==> src/rtl/assert_macros.svh <==
// Assertion helpers for the decoder RTL (included by the back end).
// Both expect i_clk and i_rst_n in scope of the module that uses them.
`ifndef ASSERT_MACROS_SVH
`define ASSERT_MACROS_SVH

// Same-cycle implication.
`define ASSERT_IMPLIES(lbl, ante, cons, msg) \
    lbl: assert property (@(posedge i_clk) disable iff (!i_rst_n) (ante) |-> (cons)) \
        else $error(msg);

// Next-cycle implication.
`define ASSERT_NEXT(lbl, ante, cons, msg) \
    lbl: assert property (@(posedge i_clk) disable iff (!i_rst_n) (ante) |=> (cons)) \
        else $error(msg);

`endif

==> src/rtl/adfd2_pkg.sv <==
package adfd2_pkg;

    // Frame layout
    localparam logic [4:0] POS_SCALE_HI   = 5'd0;
    localparam logic [4:0] POS_SCALE_LO   = 5'd1;
    localparam logic [4:0] POS_FRAME_LAST = 5'd17;

    // Saturation bounds
    localparam logic signed [23:0] PCM_MAX = 24'sd32767;
    localparam logic signed [23:0] PCM_MIN = -24'sd32768;

    // Q12 rounding toward zero
    localparam logic signed [35:0] Q12_BIAS = 36'sd4095;

    // Channel field in a queue entry covers up to eight channels
    localparam int JOB_CH_W = 3;

    localparam int QUEUE_DEPTH = 4;
    localparam int QUEUE_PTR_W = 2;

    localparam int CFG_IDX_W = 4;
    localparam logic [CFG_IDX_W-1:0] CFG_CHANNEL_COUNT = 4'd0;
    localparam logic [CFG_IDX_W-1:0] CFG_TOTAL_SAMPLES = 4'd1;
    localparam logic [CFG_IDX_W-1:0] CFG_COEF_FIRST    = 4'd2;
    localparam logic [CFG_IDX_W-1:0] CFG_COEF_SECOND   = 4'd3;

    typedef struct packed {
        logic [7:0] stream_byte;
        logic       start_of_track;
    } t_in_word;

    typedef struct packed {
        logic signed [15:0] pcm_sample;
        logic               channel;
        logic [31:0]        sample_index;
        logic               last_of_run;
    } t_out_word;

    // One classified stream byte on its way to the back end
    typedef struct packed {
        logic                clear;
        logic [JOB_CH_W-1:0] ch;
        logic [15:0]         scale;
        logic [3:0]          code_hi;
        logic [3:0]          code_lo;
        logic [1:0]          sample_count;
        logic [31:0]         index;
    } t_job;

endpackage

==> src/rtl/adfd2_queue.sv <==
module adfd2_queue
    import adfd2_pkg::*;
(
    input  logic i_clk,
    input  logic i_rst_n,
    input  logic i_push,
    input  t_job i_job,
    input  logic i_pop,
    output logic o_valid,
    output logic o_full,
    output t_job o_job
);

    t_job                   r_mem [QUEUE_DEPTH];
    logic [QUEUE_PTR_W-1:0] r_wr;
    logic [QUEUE_PTR_W-1:0] r_rd;
    logic [QUEUE_PTR_W:0]   r_count;
    logic                   w_push;
    logic                   w_pop;

    assign o_valid = (r_count != '0);
    assign o_full  = (r_count == (QUEUE_PTR_W+1)'(QUEUE_DEPTH));
    assign o_job   = r_mem[r_rd];
    assign w_push  = i_push && !o_full;
    assign w_pop   = i_pop && o_valid;

    always_ff @(posedge i_clk) begin
        if (w_push) begin
            r_mem[r_wr] <= i_job;
        end
    end

    always_ff @(posedge i_clk) begin
        if (!i_rst_n) begin
            r_wr    <= '0;
            r_rd    <= '0;
            r_count <= '0;
        end else begin
            if (w_push) begin
                r_wr <= r_wr + QUEUE_PTR_W'(1);
            end
            if (w_pop) begin
                r_rd <= r_rd + QUEUE_PTR_W'(1);
            end
            case ({w_push, w_pop})
                2'b10:   r_count <= r_count + (QUEUE_PTR_W+1)'(1);
                2'b01:   r_count <= r_count - (QUEUE_PTR_W+1)'(1);
                default: r_count <= r_count;
            endcase
        end
    end

endmodule

==> src/rtl/adfd2_front.sv <==
module adfd2_front
    import adfd2_pkg::*;
#(
    parameter int MAX_CHANNELS = 2
) (
    input  logic        i_clk,
    input  logic        i_rst_n,
    input  logic        i_accept,
    input  t_in_word    i_word,
    input  logic [1:0]  i_channel_count,
    input  logic [31:0] i_total_samples,
    output logic        o_push,
    output t_job        o_job
);

    localparam int CH_W = (MAX_CHANNELS > 1) ? $clog2(MAX_CHANNELS) : 1;

    logic [4:0]      r_pos;
    logic [CH_W-1:0] r_ch;
    logic [15:0]     r_scale;
    logic            r_skip;
    logic [31:0]     r_done [MAX_CHANNELS];

    logic [4:0]      n_pos;
    logic [CH_W-1:0] n_ch;
    logic [15:0]     n_scale;
    logic            n_skip;
    logic [31:0]     n_done [MAX_CHANNELS];

    logic            w_clear;
    logic [4:0]      w_pos;
    logic [CH_W-1:0] w_ch;
    logic [15:0]     w_scale;
    logic            w_skip;
    logic [31:0]     w_done_cur;
    logic [3:0]      w_active;
    logic [3:0]      w_ch_inc;
    logic            w_data;
    logic            w_hi_ok;
    logic            w_lo_ok;
    logic [1:0]      w_count;

    assign w_clear = i_word.start_of_track;
    assign w_pos   = w_clear ? '0 : r_pos;
    assign w_ch    = w_clear ? '0 : r_ch;
    assign w_scale = w_clear ? '0 : r_scale;
    assign w_skip  = w_clear ? 1'b0 : r_skip;
    assign w_done_cur = w_clear ? '0 : r_done[w_ch];

    // Zero acts as one, anything above the build limit saturates
    always_comb begin
        if (i_channel_count == '0) begin
            w_active = 4'd1;
        end else if (4'(i_channel_count) > 4'(MAX_CHANNELS)) begin
            w_active = 4'(MAX_CHANNELS);
        end else begin
            w_active = 4'(i_channel_count);
        end
    end

    assign w_ch_inc = 4'(w_ch) + 4'd1;
    assign w_data   = (w_pos != POS_SCALE_HI) && (w_pos != POS_SCALE_LO) && !w_skip;
    assign w_hi_ok  = w_data && (w_done_cur < i_total_samples);
    assign w_lo_ok  = w_data && (({1'b0, w_done_cur} + 33'(w_hi_ok)) < {1'b0, i_total_samples});
    assign w_count  = 2'(w_hi_ok) + 2'(w_lo_ok);

    always_comb begin
        n_scale = w_scale;
        n_skip  = w_skip;
        n_ch    = w_ch;
        for (int c = 0; c < MAX_CHANNELS; c++) begin
            n_done[c] = w_clear ? '0 : r_done[c];
        end
        n_done[w_ch] = w_done_cur + 32'(w_count);

        if (w_pos == POS_SCALE_HI) begin
            n_skip  = (w_done_cur >= i_total_samples);
            n_scale = {i_word.stream_byte, 8'd0};
        end else if (w_pos == POS_SCALE_LO) begin
            n_scale = {w_scale[15:8], i_word.stream_byte};
        end

        if (w_pos == POS_FRAME_LAST) begin
            n_pos  = '0;
            n_skip = 1'b0;
            n_ch   = (w_ch_inc >= w_active) ? '0 : w_ch_inc[CH_W-1:0];
        end else begin
            n_pos = w_pos + 5'd1;
        end
    end

    always_ff @(posedge i_clk) begin
        if (!i_rst_n) begin
            r_pos   <= '0;
            r_ch    <= '0;
            r_scale <= '0;
            r_skip  <= 1'b0;
            for (int c = 0; c < MAX_CHANNELS; c++) begin
                r_done[c] <= '0;
            end
        end else if (i_accept) begin
            r_pos   <= n_pos;
            r_ch    <= n_ch;
            r_scale <= n_scale;
            r_skip  <= n_skip;
            r_done  <= n_done;
        end
    end

    // A start byte always travels so the back end can drop its history
    assign o_push             = i_accept && (w_clear || (w_count != '0));
    assign o_job.clear        = w_clear;
    assign o_job.ch           = JOB_CH_W'(w_ch);
    assign o_job.scale        = w_scale;
    assign o_job.code_hi      = i_word.stream_byte[7:4];
    assign o_job.code_lo      = i_word.stream_byte[3:0];
    assign o_job.sample_count = w_count;
    assign o_job.index        = w_done_cur;

endmodule

==> src/rtl/adfd2_back.sv <==
`include "assert_macros.svh"

module adfd2_back
    import adfd2_pkg::*;
#(
    parameter int MAX_CHANNELS = 2
) (
    input  logic               i_clk,
    input  logic               i_rst_n,
    input  logic               i_job_valid,
    input  t_job               i_job,
    input  logic signed [13:0] i_coef_first,
    input  logic signed [13:0] i_coef_second,
    input  logic               i_out_stall,
    output logic               o_pop,
    output logic               o_out_valid,
    output t_out_word          o_out_word
);

    localparam int CH_W = (MAX_CHANNELS > 1) ? $clog2(MAX_CHANNELS) : 1;

    logic signed [15:0] r_prev  [MAX_CHANNELS];
    logic signed [15:0] r_older [MAX_CHANNELS];
    logic               r_k;
    logic               r_out_valid;
    t_out_word          r_out;

    logic [CH_W-1:0]    w_ch;
    logic               w_first;
    logic               w_clr;
    logic signed [3:0]  w_code;
    logic signed [15:0] w_prev;
    logic signed [15:0] w_older;
    logic signed [20:0] w_ns;
    logic signed [29:0] w_p1;
    logic signed [29:0] w_p2;
    logic signed [35:0] w_acc;
    logic signed [35:0] w_adj;
    logic signed [23:0] w_q;
    logic signed [15:0] w_sat;
    logic               w_slot_free;
    logic               w_fire;
    logic               w_last;
    logic               w_job_done;

    assign w_ch    = i_job.ch[CH_W-1:0];
    assign w_first = !r_k;
    assign w_clr   = i_job.clear && w_first;
    assign w_code  = w_first ? i_job.code_hi : i_job.code_lo;
    assign w_prev  = w_clr ? '0 : r_prev[w_ch];
    assign w_older = w_clr ? '0 : r_older[w_ch];

    // n*scale in Q12 plus the two-tap prediction, all exact
    assign w_ns  = 21'(w_code) * 21'($signed({1'b0, i_job.scale}));
    assign w_p1  = 30'(i_coef_first) * 30'(w_prev);
    assign w_p2  = 30'(i_coef_second) * 30'(w_older);
    assign w_acc = 36'($signed({w_ns, 12'd0})) + 36'(w_p1) + 36'(w_p2);
    assign w_adj = w_acc[35] ? (w_acc + Q12_BIAS) : w_acc;
    assign w_q   = w_adj[35:12];

    always_comb begin
        if (w_q > PCM_MAX) begin
            w_sat = PCM_MAX[15:0];
        end else if (w_q < PCM_MIN) begin
            w_sat = PCM_MIN[15:0];
        end else begin
            w_sat = w_q[15:0];
        end
    end

    assign w_slot_free = !r_out_valid || !i_out_stall;
    assign w_fire      = i_job_valid && (i_job.sample_count != '0) && w_slot_free;
    assign w_last      = (i_job.sample_count == 2'd1) || !w_first;
    assign w_job_done  = i_job_valid && ((i_job.sample_count == '0) || (w_fire && w_last));
    assign o_pop       = w_job_done;

    always_ff @(posedge i_clk) begin
        if (!i_rst_n) begin
            r_k <= 1'b0;
            for (int c = 0; c < MAX_CHANNELS; c++) begin
                r_prev[c]  <= '0;
                r_older[c] <= '0;
            end
        end else begin
            if (w_job_done) begin
                r_k <= 1'b0;
            end else if (w_fire) begin
                r_k <= 1'b1;
            end
            // the firing channel takes its new sample, a clear wipes the rest
            for (int c = 0; c < MAX_CHANNELS; c++) begin
                if (w_fire && (CH_W'(c) == w_ch)) begin
                    r_prev[c]  <= w_sat;
                    r_older[c] <= w_prev;
                end else if (i_job_valid && w_clr) begin
                    r_prev[c]  <= '0;
                    r_older[c] <= '0;
                end
            end
        end
    end

    always_ff @(posedge i_clk) begin
        if (!i_rst_n) begin
            r_out_valid <= 1'b0;
        end else begin
            r_out_valid <= w_fire || (r_out_valid && i_out_stall);
        end
    end

    always_ff @(posedge i_clk) begin
        if (w_fire) begin
            r_out.pcm_sample   <= w_sat;
            r_out.channel      <= i_job.ch[0];
            r_out.sample_index <= w_first ? i_job.index : (i_job.index + 32'd1);
            r_out.last_of_run  <= w_last;
        end
    end

    assign o_out_valid = r_out_valid;
    assign o_out_word  = r_out;

    `ASSERT_IMPLIES(a_second_needs_pair, r_k, i_job_valid && (i_job.sample_count == 2'd2),
        "second code pending without a two-sample head")
    `ASSERT_NEXT(a_pair_advances, w_fire && w_first && (i_job.sample_count == 2'd2), r_k,
        "first code of a pair did not advance to the second")
    `ASSERT_IMPLIES(a_pop_has_head, o_pop, i_job_valid, "pop with an empty queue")
    `ASSERT_NEXT(a_fire_shows, w_fire, o_out_valid, "computed sample not presented")

endmodule

==> src/rtl/adpcm_frame_decoder_second_order_top.sv <==
// 4-bit ADPCM frame decoder, two-tap Q12 predictor.
// Input channel: i_in_valid / o_in_stall carry one stream word (a body byte plus a
//   start-of-track flag). Frames are 18 bytes: big-endian scale, then 16 data bytes.
// Output channel: o_out_valid / i_out_stall carry one decoded sample word with its
//   channel, per-channel index and a flag on the last sample of its byte.
// Config: i_cfg_valid / o_cfg_ready write channel_count, total_samples and the two
//   coefficients by index; ready is always high. Write only while idle.
// Path: taken bytes that yield samples or start a track are queued; the back end computes
//   their samples, high code first, from the queue head and registers each in its output register.
// Throughput: set by the one-sample-per-cycle history loop in the back end while the
//   output is not stalled; a data byte that yields two samples holds the queue head for both.
// A 4-word queue separates byte parsing from sample math; the input stalls only
//   when that queue is full, and output stalls fill it before reaching the input.
// Reset clears frame position, channel, scale, histories, counters and config
//   (channel_count = 1, all else 0). A start-of-track word clears track state only.
module adpcm_frame_decoder_second_order_top
    import adfd2_pkg::*;
#(
    parameter int MAX_CHANNELS = 2
) (
    input  logic                 i_clk,
    input  logic                 i_rst_n,
    input  logic                 i_in_valid,
    output logic                 o_in_stall,
    input  t_in_word             i_in_word,
    output logic                 o_out_valid,
    input  logic                 i_out_stall,
    output t_out_word            o_out_word,
    input  logic                 i_cfg_valid,
    output logic                 o_cfg_ready,
    input  logic [CFG_IDX_W-1:0] i_cfg_index,
    input  logic [31:0]          i_cfg_data
);

    // config registers
    logic [1:0]         r_channel_count;
    logic [31:0]        r_total_samples;
    logic signed [13:0] r_coef_first;
    logic signed [13:0] r_coef_second;

    logic w_accept;
    logic w_push;
    t_job w_push_job;
    logic w_q_valid;
    logic w_q_full;
    t_job w_head;
    logic w_pop;

    assign o_cfg_ready = 1'b1;

    always_ff @(posedge i_clk) begin
        if (!i_rst_n) begin
            r_channel_count <= 2'd1;
            r_total_samples <= '0;
            r_coef_first    <= '0;
            r_coef_second   <= '0;
        end else if (i_cfg_valid && o_cfg_ready) begin
            unique case (i_cfg_index)
                CFG_CHANNEL_COUNT: r_channel_count <= i_cfg_data[1:0];
                CFG_TOTAL_SAMPLES: r_total_samples <= i_cfg_data;
                CFG_COEF_FIRST:    r_coef_first    <= $signed(i_cfg_data[13:0]);
                CFG_COEF_SECOND:   r_coef_second   <= $signed(i_cfg_data[13:0]);
                default: ;  // unmapped index, word dropped
            endcase
        end
    end

    // front end takes a word whenever the queue has room
    assign o_in_stall = w_q_full;
    assign w_accept   = i_in_valid && !o_in_stall;

    adfd2_front #(
        .MAX_CHANNELS(MAX_CHANNELS)
    ) u_front (
        .i_clk           (i_clk),
        .i_rst_n         (i_rst_n),
        .i_accept        (w_accept),
        .i_word          (i_in_word),
        .i_channel_count (r_channel_count),
        .i_total_samples (r_total_samples),
        .o_push          (w_push),
        .o_job           (w_push_job)
    );

    adfd2_queue u_queue (
        .i_clk   (i_clk),
        .i_rst_n (i_rst_n),
        .i_push  (w_push),
        .i_job   (w_push_job),
        .i_pop   (w_pop),
        .o_valid (w_q_valid),
        .o_full  (w_q_full),
        .o_job   (w_head)
    );

    // back end: one sample per cycle while the output is not stalled, output register in front of the receiver
    adfd2_back #(
        .MAX_CHANNELS(MAX_CHANNELS)
    ) u_back (
        .i_clk         (i_clk),
        .i_rst_n       (i_rst_n),
        .i_job_valid   (w_q_valid),
        .i_job         (w_head),
        .i_coef_first  (r_coef_first),
        .i_coef_second (r_coef_second),
        .i_out_stall   (i_out_stall),
        .o_pop         (w_pop),
        .o_out_valid   (o_out_valid),
        .o_out_word    (o_out_word)
    );

endmodule

==> config.mk <==
export PLATFORM = sky130hd
export DESIGN_NAME = adpcm_frame_decoder_second_order_top
export DESIGN_NICKNAME = d
export VERILOG_FILES = /design/src/rtl/adfd2_pkg.sv /design/src/rtl/adfd2_queue.sv /design/src/rtl/adfd2_front.sv /design/src/rtl/adfd2_back.sv /design/src/rtl/adpcm_frame_decoder_second_order_top.sv
export VERILOG_INCLUDE_DIRS = /design/src /design/src/rtl
export SDC_FILE = /design/constraint.sdc
export NUM_CORES = 2
export LEC_CHECK = 0
export BUFFER_PORTS_ARGS = -buffer_cell sky130_fd_sc_hd__buf_4
export CAP_MARGIN = 20
export CORE_ASPECT_RATIO = 1.4
export CORE_UTILIZATION = 60
export CTS_BUF_LIST = sky130_fd_sc_hd__clkbuf_4
export CTS_CLUSTER_SIZE = 20
export DETAILED_ROUTE_END_ITERATION = 16
export HOLD_SLACK_MARGIN = 0.1
export MAX_ROUTING_LAYER = met4
export PLACE_DENSITY = 0.9
export SYNTH_ARGS = -nofsm -noshare
export SYNTH_HDL_FRONTEND = slang
export SYNTH_SLANG_ARGS = --single-unit
==> constraint.sdc <==
create_clock -name i_clk -period 11.4 [get_ports i_clk]
set_input_delay 2.28 -clock i_clk [delete_from_list [all_inputs] [get_ports i_clk]]
set_output_delay 2.28 -clock i_clk [all_outputs]
set_load 0.02 [all_outputs]
==> impl_metrics.yaml <==
min_path:
  min_to: "r_total_samples[9]"
  hold_path.class: "flop to flop"
  min_from: "r_total_samples[9]"
  hold_depth: 2
floorplanning:
  fp.dieW_um: 234
  initial_core_util_pct: 60.9
  row_count: 118
  die_h_um: 327
  ios: 103
  die-area_um2: 76700
  core-area_um2: 74400
timing:
  min_period_ps: 11330
  tightest_slew_ps: 1130
  slew_viol_final: 0
  setup_viol: 0
  slew_headroom_pct: 24.6
  clock_skew_ps: 95.2
  finalSetupTns_ps: 0
  hold_viol_final: 0
  max_freq_mhz: 88.3
  finalCritPeriodShare_pct: 99.3
clock_network:
  clock-sinks: 513
  h-tree-depth: 3
  clockBufferDepth: 3
  worstSkewPairLatency_ps: 930
  tritoncts: "done"
  cts_made_buffers: 109
  clk_pin_slew_ps: 90
  cts-root-buf: "clkbuf_4"
route:
  wl_met3_mm: 10.2
  wl_per_cell_um: 23.4
  wl_met2_mm: 66.2
  routed_wl_mm: 132
  drt_iter0_drc: 3405
  vias: 34700
  m1WireLength_mm: 42.2
  drtAntennaViolNets: 0
  drc: 0
  dr.pass1.iters: 6
  highest_layer: "met4"
  vias_per_cell: 6.15
cells_and_area:
  area_delta_synth_final_pct: 10.7
  nFillCells: 5139
  num-nets-final: 5496
  drive_above_1_share_pct: 14.1
place:
  port_buffers: 101
  dp_hpwl_mm: 98.6
  place.gp.congestion: 1.01
critical_path:
  path_max_fanout: 8
  endpoint_kind: "flop"
  slowest_stage: "mux4_2"
  arrival_ps: 12060
  r2r_cells: 44
  cp_common_cell: "fa_1"
  crit_required_ps: 12130
  r2r_end: "u_back.o_out_word[42]"
  reg2reg_slack_ps: 70
  crit_path_start_kind: "flop"
  worstSetupPathType: "flop to flop"
  slowest_delay_ps: 560
yosys:
  synth_top_area_share_pct: 25.8
  syn-cell-area_um2: 45300
  syn_avg_cell_area_um2: 10.4
  ys_seq_area_share_pct: 29.8
  synth-async-reset-ratio_pct: 0
  syn_nets: 5266
  synth_edf_count: 322
  synth_top_cell_by_area: "fa_1"
  ys_warn_count: 0
  synth_flop_cell: "edfxtp_1"
  ys_top_cells_by_area: "fa_1 26%, edfxtp_1 21%, dfxtp_1 8.4%"
  ys_seq_elements: 513
  yosys.cell_types.count: 77
  synthCells: 4351
job:
  maxCapViolations: 0
run_status:
  status: "completed"
grt:
  grt_overflow_total: 0
  grt_pass1_vias: 37100
  grt_pass1_wl_mm: 205
  grt_use_total_pct: 36.7
  grt_max_degree: 102
  antenna_found_initial: 5
-- critical path, delay by kind of cell (launching register included) --
| kind | cells | cell delay, ps |
|---|---|---|
| adder cells (fa/ha/maj) | 13 | 5400 |
| XOR/XNOR | 1 | 140 |
| multiplexers | 2 | 810 |
| flip-flops | 1 | 370 |
| buffers and inverters | 10 | 1070 |
| AND/OR/NAND/NOR | 4 | 790 |
| AO/OA/AOI/OAI | 14 | 2600 |
-- cells in the final DEF (no fill, tap or decap), drive strengths merged, types with 15 or more instances in the layout --
master and instances:
xnor2 103, clkbuf 161, nor2 168, o21bai 17, or3 15, nand4 37, nand2 531, xor2 43
or2 20, o211a 32, nor2b 155, mux4 60, nand2b 22, a21boi 55, fa 585, ha 280
nor3 47, dfxtp 191, clkinv 38, and2 168, o211ai 24, a21oi 93, a22oi 24, nand3 68
inv 698, and3 22, a21o 40, buf 324, mux2i 101, edfxtp 322, o21ai 107
-- stage by stage --
step                std cells  area (um2)  hold WS [ps]  utilization (%)  setup WS [ps]
global route             5642       50200           497             67.4           -350
CTS                      5617       49800           469             66.9           25.4
finish                   5643       50200           467             67.5           74.4
global placement         5407       48200           450             64.8            169
floorplan                4351       45500           435                -           13.6
detailed placement       5407       48200           459             64.8          -58.7
-- cell usage after synthesis (5+ instances only) --
master      n
nor3_1     47
inv_1     696
and3_1     22
buf_4       7
a211oi_1    9
a21o_1     40
o21a_1      6
nor4_1     10
o21ai_0    84
o211ai_1   13
xor2_1     43
nand3_1    68
buf_1       6
and4_1      6
nand3b_1    5
nor2_1    167
nand2_1   531
and2_1    168
clkbuf_1  156
a21oi_1    92
nor3b_1     5
o21bai_1   17
buf_2      32
dfxtp_1   191
mux2i_1   101
mux4_2     60
nand4_1    37
or3_1      15
fa_1      585
nor2b_1   155
o211ai_2   11
or2_2      16
ha_1      280
a22oi_1    24
nand2b_1   22
edfxtp_1  322
o21ai_1    23
a31oi_1    12
o211a_1    32
a21boi_0   54
xnor2_1   103
o31ai_1     7
-- routing by layer --
layer,track usage [%],vias up
met3,6.85,864
li1,-,14600
met2,60.3,2139
met5,-,-
met1,37.9,17000
met4,30.0,0
-- layout make-up --
| cell class | instances | area, um2 | area share (%) |
|---|---|---|---|
| multi-input cells | 2937 | 28700 | 57.1 |
| flip-flops and latches | 513 | 13500 | 26.9 |
| repair buffers | 324 | 2660 | 5.29 |
| inverters | 696 | 2610 | 5.21 |
| clock buffers | 161 | 1210 | 2.41 |
| well taps | 960 | 1200 | 2.39 |
| clock inverters | 46 | 329 | 0.656 |
| diodes | 6 | 15.0 | 0.0299 |
-- sequential cells by signal, summed over array words and instances (netlist names), 3 cells and up, named ones only --
| register | count |
|---|---|
| r_total_samples | 32 |
| u_back.r_prev | 32 |
| r_coef_first | 14 |
| u_back.r_older | 32 |
| u_front.r_scale | 16 |
| u_queue.r_count | 3 |
| u_front.r_pos | 5 |
| u_front.r_done | 64 |
| u_queue.r_mem | 240 |
| r_coef_second | 14 |
| u_back.o_out_word | 50 |
-- worst max-delay path by stage --
stage	to	start	slack (ps)	cells after the start
2_1_floorplan	u_back.r_prev[0][6]	flop	10	47
3_3_place_gp	u_back.r_prev[0][11]	flop	170	40
3_5_place_dp	u_back.r_prev[0][9]	flop	-60	40
4_1_cts	u_back.o_out_word[45]	flop	30	43
5_1_grt	u_back.r_prev[0][14]	flop	-350	45
6_report	u_back.o_out_word[42]	flop	70	44
-- cell families (layout without fill, tap and decap cells) --
logic type	count (synthesis)	count (layout)	share of synthesized area, %
simple gates	1296	1296	13.9
buf+inv	901	1227	7.64
fa+ha+maj	865	865	33.5
flops	513	513	29.8
compound gates	465	465	7.02
mux	164	164	5.28
xor+xnor	146	146	2.82
other cells	1	7	0.00827
-- what timing repair did --
action                                  CTS  global route
pin swaps                                 0            25
hold buffers                              0             0
endpoints found under the setup margin   14            48
gates resized for setup                   5            36
setup buffers                             3            15
Power is not shown: default switching activity piles up to over one toggle a cycle in this logic, so the estimate is an artifact.
